**src/rtl/core/gdas_pkg.sv**
```systemverilog
// shared types, constants and calendar helpers for the date add/subtract core
package gdas_pkg;

  localparam logic [13:0] YearFirst = 14'd1582;
  localparam logic [13:0] YearLast  = 14'd9999;
  localparam logic [13:0] ModBase   = 14'd400;
  localparam logic [8:0]  ModLast   = 9'd399;
  localparam logic [2:0]  ModSteps  = 3'd4;

  typedef enum logic [0:0] {
    REQ_ADD = 1'b0,
    REQ_SUB = 1'b1
  } gdas_req_e;

  typedef enum logic [2:0] {
    ST_IDLE,
    ST_MOD,
    ST_FIX,
    ST_ADD_MON,
    ST_ADD_YEAR,
    ST_SUB_MON,
    ST_SUB_YEAR,
    ST_DONE
  } gdas_state_e;

  typedef struct packed {
    logic        req_type;
    logic [4:0]  day_in;
    logic [3:0]  month_in;
    logic [13:0] year_in;
    logic [15:0] day_count;
  } gdas_req_t;

  typedef struct packed {
    logic [4:0]  day_out;
    logic [3:0]  month_out;
    logic [13:0] year_out;
    logic        clamped;
  } gdas_rsp_t;

  // ylo: year mod 4, m400: year mod 400
  function automatic logic is_leap(input logic [1:0] ylo, input logic [8:0] m400);
    logic cent;
    cent = (m400 == 9'd0) || (m400 == 9'd100) || (m400 == 9'd200) || (m400 == 9'd300);
    return ((ylo == 2'd0) && !cent) || (m400 == 9'd0);
  endfunction

  function automatic logic [4:0] month_len(input logic [3:0] m, input logic leap);
    logic [4:0] len;
    case (m)
      4'd2:    len = leap ? 5'd29 : 5'd28;
      4'd4:    len = 5'd30;
      4'd6:    len = 5'd30;
      4'd9:    len = 5'd30;
      4'd11:   len = 5'd30;
      default: len = 5'd31;
    endcase
    return len;
  endfunction

  function automatic logic [8:0] year_len(input logic leap);
    return leap ? 9'd366 : 9'd365;
  endfunction

endpackage

```
**src/rtl/core/gdas_alu.sv**
```systemverilog
// shared subtract/compare unit used by the mod, month and year steps of the sequencer
module gdas_alu #(
  parameter int W = 16
) (
  input  logic [W-1:0] a_i,
  input  logic [W-1:0] b_i,
  output logic [W-1:0] diff_o,
  output logic         borrow_o
);

  logic [W:0] full;

  assign full     = {1'b0, a_i} - {1'b0, b_i};
  assign diff_o   = full[W-1:0];
  assign borrow_o = full[W];

endmodule

```
**src/rtl/core/gdas_seq.sv**
```systemverilog
// sequencer and date registers: steps whole months and whole years through the shared unit
module gdas_seq
  import gdas_pkg::*;
#(
  parameter int CntW = 16
) (
  input  logic      clk_i,
  input  logic      rst_ni,
  input  logic      req_valid_i,
  input  gdas_req_t req_i,
  output logic      busy_o,
  output logic      res_valid_o,
  input  logic      res_take_i,
  output gdas_rsp_t res_o
);

  localparam int AluW = (CntW > 14) ? CntW : 14;

  gdas_state_e state_q, state_d;
  logic            sub_q, sub_d;
  logic [4:0]      d_q, d_d;
  logic [3:0]      m_q, m_d;
  logic [13:0]     y_q, y_d;
  logic [CntW-1:0] c_q, c_d;
  logic [13:0]     r_q, r_d;
  logic [8:0]      m400_q, m400_d;
  logic [2:0]      k_q, k_d;
  logic            flag_q, flag_d;

  logic [AluW-1:0] alu_a, alu_b, alu_diff;
  logic            alu_borrow;

  logic            leap;
  logic [4:0]      len, avail, prev_len;
  logic [5:0]      step_w;
  logic [8:0]      m400_inc, m400_dec;
  logic [3:0]      m_in;
  logic [13:0]     y_in;
  logic [13:0]     mod_sub;

  gdas_alu #(.W(AluW)) u_alu (
    .a_i      (alu_a),
    .b_i      (alu_b),
    .diff_o   (alu_diff),
    .borrow_o (alu_borrow)
  );

  assign leap     = is_leap(y_q[1:0], m400_q);
  assign len      = month_len(m_q, leap);
  assign avail    = len - d_q;
  assign step_w   = {1'b0, avail} + 6'd1;
  assign prev_len = month_len(m_q - 4'd1, leap);
  assign m400_inc = (m400_q == ModLast) ? 9'd0 : m400_q + 9'd1;
  assign m400_dec = (m400_q == 9'd0) ? ModLast : m400_q - 9'd1;
  assign mod_sub  = 14'(ModBase << k_q);

  // input correction of month and year
  always_comb begin
    m_in = req_i.month_in;
    if (m_in < 4'd1) m_in = 4'd1;
    if (m_in > 4'd12) m_in = 4'd12;
    y_in = req_i.year_in;
    if (y_in < YearFirst) y_in = YearFirst;
    if (y_in > YearLast) y_in = YearLast;
  end

  always_ff @(posedge clk_i or negedge rst_ni) begin
    if (!rst_ni) begin
      state_q <= ST_IDLE;
    end else begin
      state_q <= state_d;
    end
  end

  always_ff @(posedge clk_i) begin
    sub_q  <= sub_d;
    d_q    <= d_d;
    m_q    <= m_d;
    y_q    <= y_d;
    c_q    <= c_d;
    r_q    <= r_d;
    m400_q <= m400_d;
    k_q    <= k_d;
    flag_q <= flag_d;
  end

  always_comb begin
    logic [4:0] fix_len;
    state_d = state_q;
    sub_d   = sub_q;
    d_d     = d_q;
    m_d     = m_q;
    y_d     = y_q;
    c_d     = c_q;
    r_d     = r_q;
    m400_d  = m400_q;
    k_d     = k_q;
    flag_d  = flag_q;
    alu_a   = '0;
    alu_b   = '0;
    fix_len = month_len(m_q, is_leap(y_q[1:0], r_q[8:0]));
    res_valid_o = 1'b0;

    case (state_q)
      ST_IDLE: begin
        if (req_valid_i) begin
          sub_d   = req_i.req_type;
          d_d     = req_i.day_in;
          m_d     = m_in;
          y_d     = y_in;
          r_d     = y_in;
          c_d     = req_i.day_count[CntW-1:0];
          k_d     = ModSteps;
          flag_d  = 1'b0;
          state_d = ST_MOD;
        end
      end
      // year mod 400 by restoring subtraction of 400 << k
      ST_MOD: begin
        alu_a = AluW'(r_q);
        alu_b = AluW'(mod_sub);
        if (!alu_borrow) r_d = alu_diff[13:0];
        if (k_q == 3'd0) begin
          state_d = ST_FIX;
        end else begin
          k_d = k_q - 3'd1;
        end
      end
      ST_FIX: begin
        m400_d = r_q[8:0];
        if (d_q == 5'd0) begin
          d_d = 5'd1;
        end else if (d_q > fix_len) begin
          d_d = fix_len;
        end
        state_d = (sub_q == REQ_SUB) ? ST_SUB_MON : ST_ADD_MON;
      end
      ST_ADD_MON: begin
        alu_a = AluW'(c_q);
        alu_b = AluW'(step_w);
        if (alu_borrow) begin
          d_d     = d_q + c_q[4:0];
          state_d = ST_DONE;
        end else begin
          c_d = alu_diff[CntW-1:0];
          d_d = 5'd1;
          if (m_q == 4'd12) begin
            if (y_q == YearLast) begin
              d_d     = 5'd31;
              flag_d  = 1'b1;
              state_d = ST_DONE;
            end else begin
              m_d     = 4'd1;
              y_d     = y_q + 14'd1;
              m400_d  = m400_inc;
              state_d = ST_ADD_YEAR;
            end
          end else begin
            m_d = m_q + 4'd1;
          end
        end
      end
      // sitting on january 1st
      ST_ADD_YEAR: begin
        alu_a = AluW'(c_q);
        alu_b = AluW'(year_len(leap));
        if (alu_borrow) begin
          state_d = ST_ADD_MON;
        end else if (y_q == YearLast) begin
          d_d     = 5'd31;
          m_d     = 4'd12;
          flag_d  = 1'b1;
          state_d = ST_DONE;
        end else begin
          c_d    = alu_diff[CntW-1:0];
          y_d    = y_q + 14'd1;
          m400_d = m400_inc;
        end
      end
      ST_SUB_MON: begin
        alu_a = AluW'(c_q);
        alu_b = AluW'(d_q);
        if (alu_borrow) begin
          d_d     = d_q - c_q[4:0];
          state_d = ST_DONE;
        end else begin
          c_d = alu_diff[CntW-1:0];
          if (m_q == 4'd1) begin
            if (y_q == YearFirst) begin
              d_d     = 5'd1;
              flag_d  = 1'b1;
              state_d = ST_DONE;
            end else begin
              d_d     = 5'd31;
              m_d     = 4'd12;
              y_d     = y_q - 14'd1;
              m400_d  = m400_dec;
              state_d = ST_SUB_YEAR;
            end
          end else begin
            m_d = m_q - 4'd1;
            d_d = prev_len;
          end
        end
      end
      // sitting on december 31st
      ST_SUB_YEAR: begin
        alu_a = AluW'(c_q);
        alu_b = AluW'(year_len(leap));
        if (alu_borrow) begin
          state_d = ST_SUB_MON;
        end else if (y_q == YearFirst) begin
          d_d     = 5'd1;
          m_d     = 4'd1;
          flag_d  = 1'b1;
          state_d = ST_DONE;
        end else begin
          c_d    = alu_diff[CntW-1:0];
          y_d    = y_q - 14'd1;
          m400_d = m400_dec;
        end
      end
      ST_DONE: begin
        res_valid_o = 1'b1;
        if (res_take_i) state_d = ST_IDLE;
      end
      default: begin
        state_d = ST_IDLE;
      end
    endcase
  end

  assign busy_o              = (state_q != ST_IDLE);
  assign res_o.day_out       = d_q;
  assign res_o.month_out     = m_q;
  assign res_o.year_out      = y_q;
  assign res_o.clamped       = flag_q;

endmodule

```
**src/rtl/core/gregorian_date_add_sub_days_core.sv**
```systemverilog
// Gregorian date add/subtract days core. One transaction takes a start date, a day count
// and add/subtract; the result is the date that many days later or earlier within
// 1582-01-01 .. 9999-12-31, clamped to the nearer end with the clamped bit set when it
// would leave that span. Out-of-range input fields are corrected first (month to 1..12,
// year to 1582..9999, day to 1..month length). The core handles one transaction at a time
// and holds in_stall_o high while busy: setup (accept, five restoring subtraction steps to take
// the year mod 400, day correction), then one whole month or whole year per cycle stepped
// through the single shared subtractor, then the hand-off of the result to the output
// register. The output register lets the next transaction be accepted while a result
// waits.
module gregorian_date_add_sub_days_core
  import gdas_pkg::*;
#(
  parameter int COUNT_BITS = 16
) (
  input  logic      clk_i,
  input  logic      rst_ni,
  input  logic      in_valid_i,
  output logic      in_stall_o,
  input  gdas_req_t in_data_i,
  output logic      out_valid_o,
  input  logic      out_stall_i,
  output gdas_rsp_t out_data_o
);

  localparam int CntW = (COUNT_BITS < 16) ? COUNT_BITS : 16;

  logic      busy;
  logic      res_valid;
  logic      res_take;
  gdas_rsp_t res;

  logic      out_valid_q, out_valid_d;
  gdas_rsp_t out_q;

  gdas_seq #(.CntW(CntW)) u_seq (
    .clk_i       (clk_i),
    .rst_ni      (rst_ni),
    .req_valid_i (in_valid_i),
    .req_i       (in_data_i),
    .busy_o      (busy),
    .res_valid_o (res_valid),
    .res_take_i  (res_take),
    .res_o       (res)
  );

  assign in_stall_o = busy;
  assign res_take   = !out_valid_q || !out_stall_i;

  always_comb begin
    out_valid_d = out_valid_q;
    if (res_valid && res_take) begin
      out_valid_d = 1'b1;
    end else if (!out_stall_i) begin
      out_valid_d = 1'b0;
    end
  end

  always_ff @(posedge clk_i or negedge rst_ni) begin
    if (!rst_ni) begin
      out_valid_q <= 1'b0;
    end else begin
      out_valid_q <= out_valid_d;
    end
  end

  always_ff @(posedge clk_i) begin
    if (res_valid && res_take) out_q <= res;
  end

  assign out_valid_o = out_valid_q;
  assign out_data_o  = out_q;

`ifndef SYNTHESIS
  a_busy_after_accept: assert property (@(posedge clk_i) disable iff (!rst_ni)
    (in_valid_i && !in_stall_o) |=> in_stall_o)
    else $error("core not busy after accepting a transaction");

  a_clamp_ends: assert property (@(posedge clk_i) disable iff (!rst_ni)
    (out_valid_o && out_data_o.clamped) |->
      ((out_data_o.year_out == YearFirst && out_data_o.month_out == 4'd1 &&
        out_data_o.day_out == 5'd1) ||
       (out_data_o.year_out == YearLast && out_data_o.month_out == 4'd12 &&
        out_data_o.day_out == 5'd31)))
    else $error("clamped result not at an end of the span");

  a_result_range: assert property (@(posedge clk_i) disable iff (!rst_ni)
    out_valid_o |-> (out_data_o.month_out >= 4'd1 && out_data_o.month_out <= 4'd12 &&
                     out_data_o.day_out >= 5'd1 &&
                     out_data_o.year_out >= YearFirst && out_data_o.year_out <= YearLast))
    else $error("result date out of range");
`endif

endmodule

```
**config.mk**
```make
export PLATFORM = sky130hd
export DESIGN_NAME = gregorian_date_add_sub_days_core
export DESIGN_NICKNAME = d
export VERILOG_FILES = /design/src/rtl/core/gdas_pkg.sv /design/src/rtl/core/gdas_alu.sv /design/src/rtl/core/gdas_seq.sv /design/src/rtl/core/gregorian_date_add_sub_days_core.sv
export SDC_FILE = /design/constraint.sdc
export NUM_CORES = 1
export LEC_CHECK = 0
export BUFFER_PORTS_ARGS = -buffer_cell sky130_fd_sc_hd__buf_2
export CAP_MARGIN = 10
export CORE_MARGIN = 5
export CORE_UTILIZATION = 65
export CTS_CLUSTER_DIAMETER = 100
export DETAILED_ROUTE_END_ITERATION = 16
export PLACE_DENSITY = 0.95
export SLEW_MARGIN = 15
export SYNTH_ARGS = -nofsm -noshare
export SYNTH_HDL_FRONTEND = slang
export SYNTH_HIERARCHICAL = 1
export SYNTH_SLANG_ARGS = --single-unit
```
**constraint.sdc**
```tcl
create_clock -name clk_i -period 12.4 [get_ports clk_i]
set_clock_uncertainty 0.15 [all_clocks]
set_input_delay 1.86 -clock clk_i [delete_from_list [all_inputs] [get_ports clk_i]]
set_output_delay 1.86 -clock clk_i [all_outputs]
set_load 0.01 [all_outputs]
```
==> summary.md <==
| Metric | Value |
|---|---|
| Run status | `finished, final reports clean` |
| Most common cell after layout, fill and taps aside | `sky130_fd_sc_hd__nand2_1` |
| Proportion of register bits with asynchronous set or reset after synthesis | `4.21%` |
| Setup-violating endpoint count in the final report | `0` |
| CTS Hold Buffers Added | `0` |
| Via count | `~7200` |
| Synthesized cell area | `7870 um2` |
| Buffers added on ports | `69` |
| Fraction of layout instances using a drive strength above 1 | `13.3%` |
| Largest stage delay, worst path | `~900 ps` |
| Time the final worst path needs with I/O delays and setup | `7110 ps` |
| Clock transition time at the flip-flop clock pins of the worst setup and hold paths | `about 70 ps` |
| Synth-to-layout area growth | `9.37%` |
| X dimension of the die | `120 um` |
| Detail-routed via count per cell | `approximately 6.7` |
| Setup Crit Path Kind | `reg2reg` |
| Min-delay src | `u_seq/flag_q` |
| Area of the die | `14400 um2` |
| Final weighted congestion of routability-driven global placement | `slightly below 1` |
| Post-DP HPWL | `14.8 mm` |
| Distinct cell type count of the synthesized netlist | `89` |
| Highest clock rate | `141 MHz` |
| Slowest cell on crit path | `sky130_fd_sc_hd__nor3_2` |
| Gr usage total | `~29%` |
| Post-route DRC violation count | `0` |
| CTS Sinks | `95` |
| Worst hold endpoint | `out_data_o[0]` |
| Top library cells by usage in the layout, fill and taps aside | `sky130_fd_sc_hd__nand2_1 (124), sky130_fd_sc_hd__edfxtp_1 (91), sky130_fd_sc_hd__nor2_1 (75)` |
| Root Driver | `sky130_fd_sc_hd__clkbuf_16` |
| Cell class contributing the biggest share of worst-path delay | `compound AO/OA/AOI/OAI gates` |
| Setup Buffers After CTS | `0` |
| Clock network latency to the later pin of the worst-skew pair | `between 300 and 400 ps` |
| Resized cells post-CTS | `0` |
| Hold depth | `0` |
| Transition time at the pin with the least slew margin | `between 1000 and 1500 ps` |
| Cell type with the highest occurrence count on the critical path | `sky130_fd_sc_hd__ha_1` |
| Placeable core region | `approximately 12000 um2` |
| Number of routed nets with antenna violations | `0` |
| Setup Total Neg Slack | `0 ps` |
| Crit path launch type | `register` |
| TritonCTS clock tree | `done` |
| Grt total ovfl | `0` |
| Syn Inst Count | `884` |
| Crit share post-route | `between 50 and 60%` |
| Sequential fraction of the synthesis area | `36.0%` |
| Boundary pin count | `70` |
| Final hold violation count | `0` |
| Vias in the first global route | `about 6700` |
| Post-detailed-routing wire length | `20.7 mm` |
| Number of synthesis warnings | `6` |
| DIE HEIGHT | `~120 um` |
| Worst endpoint required time | `12230 ps` |
| Worst flop-to-flop path startpoint | `u_seq/m400_q[4]` |
| Initial core utilization | `around two thirds` |
| Row count | `40` |
| Inserted Diodes | `0` |
| Area after detailed placement | `8270 um2` |
| Finished layout cell area | `8610 um2` |
| Primary FF master, synth | `sky130_fd_sc_hd__edfxtp_1` |
| Final Max Slew Viols | `0` |
| Nature of the critical path endpoint | `register` |
| Number of nets in the layout | `1032` |
| Number of H-tree branching levels | `3` |
| Final core area utilization | `71.9%` |
| Maximum buffer depth of the clock tree | `2` |
| MaxCap Viol Count | `0` |
| First-pass detailed-route iteration total | `5` |
| Number of cells traversed by the worst register-to-register path | `25` |
| TritonCTS Buffers | `9` |
| Avg Synthesized Cell Area | `8.90 um2` |
| Endpoint arrival time on the critical path | `6940 ps` |
| Largest net degree at the start of global routing | `49` |
| Type of the most critical hold path | `reg2reg` |
| Bufs and invs on worst path | `3` |
| Setup repair after global routing missed its margin | `false` |
| Register-to-register setup slack | `around 5300 ps` |
| Initial antenna violation count | `0` |
| Routed wirelength normalized by instance count | `19.2 um` |
| Detailed router's first-iteration violation count | `between 1000 and 1500` |
| Endpoint of the most critical register-to-register path | `u_seq/y_q[9]` |
| Max-Slew Margin vs Limit | `26.0%` |
| First-pass GRT wire length | `33.3 mm` |
| FF+latch count, synth | `95` |
| Count of flip-flops with a built-in enable after synthesis | `just over 90` |
| CP max FO | `23` |
## synthesized netlist by cell type, types with 5 or more instances
master | count | area, um2
sky130_fd_sc_hd__nand2_1 | 124 | 465
sky130_fd_sc_hd__edfxtp_1 | 91 | 2730
sky130_fd_sc_hd__nor2_1 | 76 | 285
sky130_fd_sc_hd__a21oi_1 | 58 | 290
sky130_fd_sc_hd__ha_1 | 55 | 688
sky130_fd_sc_hd__inv_1 | 50 | 188
sky130_fd_sc_hd__o21ai_0 | 45 | 225
sky130_fd_sc_hd__xnor2_1 | 26 | 228
sky130_fd_sc_hd__clkbuf_1 | 24 | 90.1
sky130_fd_sc_hd__nor3_1 | 24 | 120
sky130_fd_sc_hd__a21o_1 | 15 | 113
sky130_fd_sc_hd__o22ai_1 | 15 | 93.8
sky130_fd_sc_hd__xor2_1 | 13 | 114
sky130_fd_sc_hd__a22o_1 | 12 | 105
sky130_fd_sc_hd__mux2i_1 | 12 | 120
sky130_fd_sc_hd__nand2b_1 | 12 | 75.1
sky130_fd_sc_hd__nand3_1 | 12 | 60.1
sky130_fd_sc_hd__and3_1 | 11 | 68.8
sky130_fd_sc_hd__buf_2 | 11 | 55.1
sky130_fd_sc_hd__a31oi_1 | 10 | 62.6
sky130_fd_sc_hd__nor2b_1 | 10 | 62.6
sky130_fd_sc_hd__o211ai_1 | 9 | 67.6
sky130_fd_sc_hd__and2_1 | 8 | 50.1
sky130_fd_sc_hd__o21a_1 | 7 | 52.6
sky130_fd_sc_hd__a211oi_1 | 6 | 45.0
sky130_fd_sc_hd__nor4_1 | 6 | 37.5
sky130_fd_sc_hd__or3_1 | 6 | 37.5
sky130_fd_sc_hd__a221o_1 | 5 | 50.1
sky130_fd_sc_hd__a22oi_1 | 5 | 37.5
sky130_fd_sc_hd__fa_1 | 5 | 100
sky130_fd_sc_hd__o221ai_1 | 5 | 43.8
sky130_fd_sc_hd__or2_2 | 5 | 31.3
## routing by layer
metal  part of all wire, %  up-vias  global-route usage [%]
li1                      -     3340                       -
met1                    41     3368                    39.4
met2                    46      455                    45.0
met3                    10       55                    4.76
met4                   2.4        0                    11.2
met5                     0        -                       0
## how the worst max path moves through the flow
stage,start,to,slack [ps],depth (start not counted)
floorplan,u_seq/m400_q[4],u_seq/y_q[0],5890,27
global placement,u_seq/m400_q[4],u_seq/y_q[11],5810,25
detailed placement,u_seq/m400_q[4],u_seq/y_q[12],5570,25
CTS,u_seq/m400_q[4],u_seq/y_q[12],5470,25
global route,u_seq/m400_q[4],u_seq/y_q[3],4900,25
finish,u_seq/m400_q[4],u_seq/y_q[9],5290,25
## flip-flops by register name (all words and copies together) (netlist names)
register,cells
out_data_o,24
u_seq/c_q,16
u_seq/r_q,14
u_seq/y_q,14
u_seq/m400_q,9
u_seq/d_q,5
u_seq/m_q,4
u_seq/k_q,3
u_seq/state_q,3
out_valid_o,1
u_seq/flag_q,1
u_seq/sub_q,1
## stage by stage
step                      hold slack [ps]  worst slack, ps  instances
after floorplan                       299             5890        885
after global placement                337             5810       1064
after detailed placement              335             5570       1064
after CTS                             349             5470       1080
after global routing                  357             4900       1080
final                                 346             5290       1080
## worst reg2reg max path: cells and delay by family (launching register included)
family                     cells  cell delay (ps)
AOI/OAI and AO/OA             12             2250
and+or+nand+nor                6             2170
adders and majority gates      4             1250
DFF                            1              540
buffers and inverters          3              380
## layout make-up
class | count | area (um2)
Inverter | 54 | 203
Sequential cell | 95 | 2830
Clock buffer | 9 | 225
Fill cell | 871 | 3360
Tap cell | 147 | 184
Timing Repair Buffer | 75 | 390
Multi-Input combinational cell | 693 | 4670
Clock inverter | 7 | 104
## kinds of logic after synthesis
family / count (synthesis) / synth area share (%)
mux: 12 / 1.53
fa+ha+maj: 61 / 10.1
other cells: 1 / 0.0477
simple gates: 330 / 21.0
flops: 95 / 36.0
compound gates: 249 / 21.9
xor+xnor: 39 / 4.34
buf+inv: 97 / 5.04
Power is not shown: default switching activity piles up to over one toggle a cycle in this logic, so the estimate is an artifact.
